$ cat src/lcm_pkg.sv
// ----------------------------------------------------------------------------
// lcm_pkg: shared definitions for the LC meter gated counter
// Widths, reset values, item and status codes, sequencer states and the
// small structs that pass between the gate counter, the divider and the core.
// ----------------------------------------------------------------------------
package lcm_pkg;

  localparam int unsigned COUNT_WIDTH_DEF = 32;

  localparam int unsigned GATE_W    = 8;
  localparam int unsigned SCALE_W   = 53;
  localparam int unsigned RANGE_W   = 32;
  localparam int unsigned READ_W    = 32;
  localparam int unsigned EDGE_W    = 32;
  localparam int unsigned KIND_W    = 2;
  localparam int unsigned STATUS_W  = 2;
  localparam int unsigned CFG_IDX_W = 2;
  localparam int unsigned CFG_DAT_W = SCALE_W;

  localparam logic [GATE_W-1:0]  GATE_TICKS_RST = 8'd62;
  localparam logic [SCALE_W-1:0] SCALE_RST      = 53'd3497379064000000;
  localparam logic [RANGE_W-1:0] RANGE_RST      = 32'd1000000000;
  localparam logic [SCALE_W-1:0] RAW_SAT        = {SCALE_W{1'b1}};

  typedef enum logic [KIND_W-1:0] {
    KIND_START = 2'd0,
    KIND_TICK  = 2'd1,
    KIND_EDGE  = 2'd2
  } kind_e;

  typedef enum logic [STATUS_W-1:0] {
    STATUS_VALID     = 2'd0,
    STATUS_ZERO_SET  = 2'd1,
    STATUS_RANGE_ERR = 2'd2
  } status_e;

  typedef enum logic [CFG_IDX_W-1:0] {
    CFG_GATE_TICKS = 2'd0,
    CFG_SCALE      = 2'd1,
    CFG_RANGE      = 2'd2
  } cfg_index_e;

  typedef enum logic [2:0] {
    S_IDLE,
    S_SQUARE,
    S_LAUNCH,
    S_DIVIDE,
    S_DIFF,
    S_EMIT
  } seq_state_e;

  // Event from the gate counter: the gate has just closed.
  typedef struct packed {
    logic close;
    logic zero;
  } gate_evt_t;

  typedef struct packed {
    logic busy;
    logic done;
  } div_status_t;

endpackage

$ cat src/lcm_gate.sv
// ----------------------------------------------------------------------------
// lcm_gate: measurement gate with tick and oscillator edge counters
// Opens on a start item, counts edges and ticks, closes on the last tick.
// ----------------------------------------------------------------------------
module lcm_gate import lcm_pkg::*; #(
  parameter int unsigned COUNT_WIDTH = COUNT_WIDTH_DEF
) (
  input  logic                   clk_i,
  input  logic                   rst_ni,
  input  logic                   take_i,
  input  logic [KIND_W-1:0]      kind_i,
  input  logic                   zero_button_i,
  input  logic [GATE_W-1:0]      gate_ticks_i,
  output gate_evt_t              evt_o,
  output logic [COUNT_WIDTH-1:0] count_o
);

  logic                   open_q, open_d;
  logic [GATE_W-1:0]      tick_q, tick_d;
  logic [COUNT_WIDTH-1:0] pulse_q, pulse_d;
  logic [GATE_W:0]        tick_inc;
  logic                   last_tick;

  // A gate length of zero behaves as one: the first tick closes.
  assign tick_inc  = {1'b0, tick_q} + {{GATE_W{1'b0}}, 1'b1};
  assign last_tick = tick_inc >= {1'b0, gate_ticks_i};

  always_comb begin
    open_d     = open_q;
    tick_d     = tick_q;
    pulse_d    = pulse_q;
    evt_o      = '0;
    evt_o.zero = zero_button_i;
    if (take_i) begin
      case (kind_i)
        KIND_START: begin
          open_d  = 1'b1;
          tick_d  = '0;
          pulse_d = '0;
        end
        KIND_TICK: begin
          if (open_q) begin
            if (last_tick) begin
              open_d      = 1'b0;
              evt_o.close = 1'b1;
            end else begin
              tick_d = tick_inc[GATE_W-1:0];
            end
          end
        end
        KIND_EDGE: begin
          if (open_q) begin
            pulse_d = pulse_q + {{(COUNT_WIDTH-1){1'b0}}, 1'b1};
          end
        end
        default: begin
        end
      endcase
    end
  end

  always_ff @(posedge clk_i or negedge rst_ni) begin
    if (!rst_ni) begin
      open_q  <= 1'b0;
      tick_q  <= '0;
      pulse_q <= '0;
    end else begin
      open_q  <= open_d;
      tick_q  <= tick_d;
      pulse_q <= pulse_d;
    end
  end

  assign count_o = pulse_q;

endmodule

$ cat src/lcm_divider.sv
// ----------------------------------------------------------------------------
// lcm_divider: restoring divider, one quotient bit per cycle
// Shifts in the quotient bits after a start; done pulses for one cycle with the result.
// ----------------------------------------------------------------------------
module lcm_divider import lcm_pkg::*; #(
  parameter int unsigned NUM_W = SCALE_W,
  parameter int unsigned DEN_W = 2 * COUNT_WIDTH_DEF
) (
  input  logic             clk_i,
  input  logic             rst_ni,
  input  logic             start_i,
  input  logic [NUM_W-1:0] num_i,
  input  logic [DEN_W-1:0] den_i,
  output div_status_t      status_o,
  output logic [NUM_W-1:0] quot_o
);

  localparam int unsigned STEP_W = $clog2(NUM_W + 1);

  logic              busy_q, done_q;
  logic [STEP_W-1:0] step_q;
  logic [DEN_W-1:0]  den_q, rem_q;
  logic [NUM_W-1:0]  quo_q;
  logic [DEN_W:0]    trial;
  logic [DEN_W+1:0]  sub;
  logic              fits;

  // Shift the next dividend bit into the partial remainder and try the divisor.
  assign trial = {rem_q, quo_q[NUM_W-1]};
  assign sub   = {1'b0, trial} - {2'b00, den_q};
  assign fits  = ~sub[DEN_W+1];

  always_ff @(posedge clk_i or negedge rst_ni) begin
    if (!rst_ni) begin
      busy_q <= 1'b0;
      done_q <= 1'b0;
      step_q <= '0;
    end else begin
      done_q <= 1'b0;
      if (start_i) begin
        busy_q <= 1'b1;
        step_q <= STEP_W'(NUM_W);
      end else if (busy_q) begin
        step_q <= step_q - {{(STEP_W-1){1'b0}}, 1'b1};
        if (step_q == {{(STEP_W-1){1'b0}}, 1'b1}) begin
          busy_q <= 1'b0;
          done_q <= 1'b1;
        end
      end
    end
  end

  always_ff @(posedge clk_i) begin
    if (start_i) begin
      den_q <= den_i;
      rem_q <= '0;
      quo_q <= num_i;
    end else if (busy_q) begin
      rem_q <= fits ? sub[DEN_W-1:0] : trial[DEN_W-1:0];
      quo_q <= {quo_q[NUM_W-2:0], fits};
    end
  end

  assign status_o.busy = busy_q;
  assign status_o.done = done_q;
  assign quot_o        = quo_q;

endmodule

$ cat src/lc_meter_gated_counter_core.sv
// ----------------------------------------------------------------------------
// lc_meter_gated_counter_core: gated frequency counter with LC reading
// Counts oscillator edges over a gate of timebase ticks, then works out
// floor(scale / count^2) and reports it against a stored zero offset.
// ----------------------------------------------------------------------------
// Start, tick and edge items are taken one per cycle while the input is not
// stalled, so edges arriving at the full clock rate are all counted.
// The tick that closes the gate starts the reading calculation, and the input
// is stalled until that result has been placed in the output register: the
// count is squared, a restoring division runs in the subtract-and-compare
// unit unless the count is zero, then the offset difference and range check,
// plus any time spent waiting for the previous result to be taken. The
// output register lets new items be accepted while a finished result waits
// for its transfer. Configuration is written through a simple write port and
// takes effect at once; it should only be changed while no calculation runs.
// ----------------------------------------------------------------------------
module lc_meter_gated_counter_core import lcm_pkg::*; #(
  parameter int unsigned COUNT_WIDTH = COUNT_WIDTH_DEF
) (
  input  logic                 clk_i,
  input  logic                 rst_ni,
  // configuration write port
  input  logic                 cfg_we_i,
  input  logic [CFG_IDX_W-1:0] cfg_index_i,
  input  logic [CFG_DAT_W-1:0] cfg_wdata_i,
  // input items
  input  logic                 in_valid_i,
  output logic                 in_stall_o,
  input  logic [KIND_W-1:0]    kind_i,
  input  logic                 zero_button_i,
  // results
  output logic                 out_valid_o,
  input  logic                 out_stall_i,
  output logic [READ_W-1:0]    reading_o,
  output logic [STATUS_W-1:0]  status_o,
  output logic [EDGE_W-1:0]    edge_count_o
);

  localparam int unsigned SQ_W = 2 * COUNT_WIDTH;

  // Configuration registers.
  logic [GATE_W-1:0]  gate_ticks_q;
  logic [SCALE_W-1:0] scale_q;
  logic [RANGE_W-1:0] range_q;

  always_ff @(posedge clk_i or negedge rst_ni) begin
    if (!rst_ni) begin
      gate_ticks_q <= GATE_TICKS_RST;
      scale_q      <= SCALE_RST;
      range_q      <= RANGE_RST;
    end else if (cfg_we_i) begin
      unique case (cfg_index_i)
        CFG_GATE_TICKS: gate_ticks_q <= cfg_wdata_i[GATE_W-1:0];
        CFG_SCALE:      scale_q      <= cfg_wdata_i[SCALE_W-1:0];
        CFG_RANGE:      range_q      <= cfg_wdata_i[RANGE_W-1:0];
        default: begin
        end
      endcase
    end
  end

  // Gate and counters. The edge count stays put once the gate has closed,
  // since no start can be taken until the calculation is over.
  logic                   take;
  gate_evt_t              gate_evt;
  logic [COUNT_WIDTH-1:0] count;
  logic                   count_zero;

  assign take       = in_valid_i & ~in_stall_o;
  assign count_zero = (count == '0);

  lcm_gate #(
    .COUNT_WIDTH (COUNT_WIDTH)
  ) u_gate (
    .clk_i         (clk_i),
    .rst_ni        (rst_ni),
    .take_i        (take),
    .kind_i        (kind_i),
    .zero_button_i (zero_button_i),
    .gate_ticks_i  (gate_ticks_q),
    .evt_o         (gate_evt),
    .count_o       (count)
  );

  // Divider for scale / count^2.
  logic               div_start;
  div_status_t        div_status;
  logic [SCALE_W-1:0] div_quot;
  logic [SQ_W-1:0]    square_q;

  lcm_divider #(
    .NUM_W (SCALE_W),
    .DEN_W (SQ_W)
  ) u_divider (
    .clk_i    (clk_i),
    .rst_ni   (rst_ni),
    .start_i  (div_start),
    .num_i    (scale_q),
    .den_i    (square_q),
    .status_o (div_status),
    .quot_o   (div_quot)
  );

  // Sequencer.
  seq_state_e state_q, state_d;
  logic       emit_ok;
  logic       out_valid_q;

  always_comb begin
    state_d = state_q;
    unique case (state_q)
      S_IDLE:   if (gate_evt.close) state_d = S_SQUARE;
      S_SQUARE: state_d = S_LAUNCH;
      S_LAUNCH: state_d = count_zero ? S_DIFF : S_DIVIDE;
      S_DIVIDE: if (div_status.done) state_d = S_DIFF;
      S_DIFF:   state_d = S_EMIT;
      S_EMIT:   if (emit_ok) state_d = S_IDLE;
      default:  state_d = S_IDLE;
    endcase
  end

  always_comb begin
    in_stall_o = 1'b1;
    div_start  = 1'b0;
    emit_ok    = 1'b0;
    unique case (state_q)
      S_IDLE:   in_stall_o = 1'b0;
      S_LAUNCH: div_start  = ~count_zero;
      S_EMIT:   emit_ok    = ~out_valid_q | ~out_stall_i;
      default: begin
      end
    endcase
  end

  always_ff @(posedge clk_i or negedge rst_ni) begin
    if (!rst_ni) begin
      state_q <= S_IDLE;
    end else begin
      state_q <= state_d;
    end
  end

  // Calculation datapath.
  logic               zero_q;
  logic [SCALE_W-1:0] raw_q, diff_q, offset_q;
  logic [SCALE_W:0]   raw_minus_off;

  assign raw_minus_off = {1'b0, raw_q} - {1'b0, offset_q};

  always_ff @(posedge clk_i) begin
    unique case (state_q)
      S_IDLE:   if (gate_evt.close) zero_q <= gate_evt.zero;
      S_SQUARE: square_q <= SQ_W'(count) * SQ_W'(count);
      S_LAUNCH: if (count_zero) raw_q <= RAW_SAT;
      S_DIVIDE: if (div_status.done) raw_q <= div_quot;
      S_DIFF: begin
        // Absolute difference; a borrow means the offset is the larger.
        diff_q <= raw_minus_off[SCALE_W] ? (offset_q - raw_q)
                                         : raw_minus_off[SCALE_W-1:0];
      end
      default: begin
      end
    endcase
  end

  // The zero offset is architectural state and so is cleared by reset.
  always_ff @(posedge clk_i or negedge rst_ni) begin
    if (!rst_ni) begin
      offset_q <= '0;
    end else if (state_q == S_DIFF && zero_q) begin
      offset_q <= raw_q;
    end
  end

  // Output register.
  logic [READ_W-1:0] reading_q;
  status_e           status_q;
  logic [EDGE_W-1:0] edge_count_q;

  always_ff @(posedge clk_i or negedge rst_ni) begin
    if (!rst_ni) begin
      out_valid_q <= 1'b0;
    end else if (emit_ok) begin
      out_valid_q <= 1'b1;
    end else if (~out_stall_i) begin
      out_valid_q <= 1'b0;
    end
  end

  always_ff @(posedge clk_i) begin
    if (emit_ok) begin
      edge_count_q <= EDGE_W'(count);
      if (zero_q) begin
        status_q  <= STATUS_ZERO_SET;
        reading_q <= '0;
      end else if (count_zero || diff_q > SCALE_W'(range_q)) begin
        status_q  <= STATUS_RANGE_ERR;
        reading_q <= '0;
      end else begin
        status_q  <= STATUS_VALID;
        reading_q <= diff_q[READ_W-1:0];
      end
    end
  end

  assign out_valid_o  = out_valid_q;
  assign reading_o    = reading_q;
  assign status_o     = status_q;
  assign edge_count_o = edge_count_q;

  // Assertions.
  a_error_reads_zero: assert property (@(posedge clk_i) disable iff (!rst_ni)
    out_valid_o && (status_o != STATUS_VALID) |-> reading_o == '0)
    else $error("non-valid status carries a non-zero reading");

  a_div_start_free: assert property (@(posedge clk_i) disable iff (!rst_ni)
    div_start |-> !div_status.busy)
    else $error("divider started while busy");

  a_leave_idle_on_close: assert property (@(posedge clk_i) disable iff (!rst_ni)
    (state_q == S_IDLE) && (state_d != S_IDLE) |-> gate_evt.close)
    else $error("calculation started without the gate closing");

  a_result_from_emit: assert property (@(posedge clk_i) disable iff (!rst_ni)
    $rose(out_valid_q) |-> $past(state_q) == S_EMIT)
    else $error("result appeared outside the emit step");

  a_offset_only_on_zero: assert property (@(posedge clk_i) disable iff (!rst_ni)
    !$stable(offset_q) |-> $past(state_q) == S_DIFF && $past(zero_q))
    else $error("zero offset changed without a zero request");

endmodule

$ cat config.mk
export PLATFORM = sky130hd
export DESIGN_NAME = lc_meter_gated_counter_core
export DESIGN_NICKNAME = d
export VERILOG_FILES = /design/src/lcm_pkg.sv /design/src/lcm_gate.sv /design/src/lcm_divider.sv /design/src/lc_meter_gated_counter_core.sv
export SDC_FILE = /design/constraint.sdc
export NUM_CORES = 2
export LEC_CHECK = 0
export ABC_AREA = 1
export BUFFER_PORTS_ARGS = -buffer_cell sky130_fd_sc_hd__buf_2
export CORE_ASPECT_RATIO = 1.25
export CORE_UTILIZATION = 30
export CTS_CLUSTER_DIAMETER = 150
export CTS_CLUSTER_SIZE = 14
export DETAILED_ROUTE_END_ITERATION = 7
export GPL_ROUTABILITY_DRIVEN = 1
export GPL_TIMING_DRIVEN = 0
export SLEW_MARGIN = 20
export SYNTH_ARGS = -nofsm -noshare
export SYNTH_HDL_FRONTEND = slang
export SYNTH_HIERARCHICAL = 1
export SYNTH_SLANG_ARGS = --single-unit
$ cat constraint.sdc
create_clock -name clk_i -period 7.8 [get_ports clk_i]
set_input_delay 1.56 -clock clk_i [delete_from_list [all_inputs] [get_ports clk_i]]
set_output_delay 1.56 -clock clk_i [all_outputs]
set_load 0.05 [all_outputs]
==> results.cfg <==
[routing]
drt_iter0_drc = 4098
viasPerCell = 4.61
route.antenna.remaining_nets = 0
drc = 0
vias = 59500
finalWirelength_mm = 240
detail_route.wl_per_cell_um = 18.6
drtPass1Iterations = 6

[global_route]
grt-ovfl-total = 0
grt_pass1_vias = 59300
grt_usage_pct = 19.7
grt_pass1_wl_mm = 358
grt_max_degree = 85
antenna_found_initial = 9

[clocking]
cts-buffers-inserted = 51
cts_tree = yes
htree_num_levels = 2
clk_latency_ns = 0.70
cts_num_sinks = 616
path_clk_slew_ns = 0.07
cts.root.buffer_cell = clkbuf_16
hold_buffers = 0
cts_buffer_depth = 3

[sta]
setup_viol_count_final = 0
finalHoldViolations = 0
finalSetupTns_ns = 0
relSlewSlack_pct = 33.9
finalClockSkew_ns = 0.0543
fin_crit_sh_pct = 98.5
worst_pin_slew_ns = 0.988
min_period_ns = 7.68
clock.fmax_ghz = 0.130
slew_viol_final = 0

[setup_path]
end_kind = flop
cpMostUsedCell = fa_1
cp.arrival_ns = 8.07
r2r_setup_slack_ns = 0.12
start_kind = flop
cp_slowest_cell = fa_1
required_ns = 8.19
path_class = flop to flop
worst_r2r_path_depth = 24
crit_path_max_fanout = 10
cpPeakStageDelay_ns = 0.56
cp_cell_sequence = clkbuf_2 -> nand2_1 -> inv_1 -> fa_1 -> fa_1 -> inv_1 -> fa_1 -> fa_1 -> inv_1 -> fa_1 -> fa_1 -> fa_1 -> inv_1 -> fa_1 -> inv_1 -> ha_1 -> nand2_1 -> nor2_2 -> nand2_1 -> or2_2 -> nand3_2 -> nand2_1 -> nand3_1 -> nand2_1
r2r_start = u_gate/count_o[2]
timing.rr.end = square_q[60]

[floorplan]
design.core.area_um2 = 237000
initial_core_util_pct = 30.2
die_h_um = 548
die_w_um = 439
dieArea_um2 = 241000
rows = 200
io_pins = 131

[power]
p_leak_uw = 0.0442
internal-power_uw = 9910
p_switching_uw = 9940
p_comb_share_pct = 60.9
power.share.clock_pct = 13.0
peakVddDrop_v = 0.000192
pwr-share-seq_pct = 26.0
switching_share_pct = 50.1
power.density_nw_per_um2 = 250

[logic_synthesis]
ys_warn_count = 6
synth.net_count = 10900
synthesis.area_um2 = 71700
synthCells = 9505
avgSynthCellArea_um2 = 7.54

[layout]
drive_above_1_share_pct = 8.45
nNetsFinal = 11100
multiInputGateArea_um2 = 44700
final-seq-area_um2 = 17000
syn2layout_area_growth_pct = 11.0
design_area_um2 = 79500
n_fill_cell = 25400

[place]
place_area_um2 = 76600
hpwl_mm = 200
gp_congestion = 1.03
io_buffers = 129

[min_path]
holdPathEnd = u_divider/den_q[9]
hold_start = square_q[9]
hp-class = flop to flop
hold_depth = 0

[job]
maxCapViolations = 0

[run_status]
status = finished, final reports clean
==> worst max-delay path: cells and delay by family, from the launching register on <==
family	cells	cell delay, ns
buf+inv	6	0.61
fa+ha+maj	9	4.61
simple gates	9	1.60
flops	1	0.55
==> per-layer routing <==
metal | vias to the layer above | routed length, µm | track usage, %
met5 | - | 27 | 0
met4 | 4 | 18100 | 12.1
met3 | 638 | 13600 | 2.06
met2 | 1963 | 117000 | 34.5
met1 | 28300 | 92000 | 23.1
li1 | 28600 | - | -
==> flip-flops by register name (all words and copies together) (netlist names), 8 cells and up <==
register and flops:
offset_q 53, square_q 63, diff_q 53, raw_q 53, u_divider/den_q 64, u_gate/tick_q 8
reading_o 32, range_q 32, scale_q 53, gate_ticks_q 8, edge_count_o 32, u_gate/count_o 32
u_divider/quot_o 53, u_divider/rem_q 64
==> through the flow <==
stage                     hold slack (ns)  setup slack [ns]  utilization [%]  std cells  power [µW]
final                               0.405             0.115             33.5      12900       19900
after global routing                0.412          -0.00174             33.5      12900       21300
after CTS                           0.398           0.00290             33.3      12900       19700
after detailed placement            0.405             -2.23             32.3      12800       16700
after global placement              0.401             -2.27             32.1      12800       16600
after floorplan                     0.400             0.646                -       9505       12700
==> placed cells by master (no fill, tap or decap), types with 58 or more instances in the layout <==
cell type / n
fa_1: 799
inv_1: 2464
buf_4: 80
nand2_1: 2850
clkbuf_1: 81
buf_2: 158
nor2_1: 474
nand3_1: 310
nand4_1: 58
xor2_1: 123
dfxtp_1: 64
edfxtp_1: 353
o21ai_0: 240
ha_1: 494
dfrtp_1: 130
or2_2: 61
a21oi_1: 221
==> repair_timing <==
item,4_1_cts,5_1_grt
setup buffers,21,24
endpoints found under the setup margin,54,34
hold endpoints to repair,0,0
gates resized for setup,335,108
pin swaps,1,2
==> worst max path at each step <==
stage,startpoint,to,slack (ns),cells after the start
2_1_floorplan,u_gate/count_o[2],square_q[55],0.65,25
5_1_grt,u_gate/count_o[5],square_q[61],-0.002,30
3_3_place_gp,u_gate/count_o[18],square_q[57],-2.27,26
6_report,u_gate/count_o[2],square_q[60],0.12,24
4_1_cts,u_gate/count_o[11],square_q[58],0.003,28
3_5_place_dp,u_gate/count_o[18],square_q[57],-2.23,26
==> power groups by stage <==
stage / combinational, µW / sequential [µW] / clock, µW
6_report: 12100 / 5170 / 2590
5_1_grt: 13300 / 5240 / 2770
4_1_cts: 11800 / 5170 / 2670
3_5_place_dp: 11500 / 5220 / 0
3_3_place_gp: 11300 / 5260 / 0
2_1_floorplan: 7610 / 5100 / 0
==> cell type report <==
| type | count | share of cell area, % |
|---|---|---|
| Clock buffer | 89 | 1.78 |
| Antenna cell | 2 | 0.00629 |
| Tap cell | 3131 | 4.93 |
| Clock inverter | 7 | 0.162 |
| Timing Repair Buffer | 191 | 1.65 |
| Buffer | 229 | 2.16 |
| Sequential cell | 616 | 21.4 |
| Inverter | 2492 | 11.8 |
| Multi-Input combinational cell | 6152 | 56.2 |
Note: power is estimated with default switching activity, not from simulation.
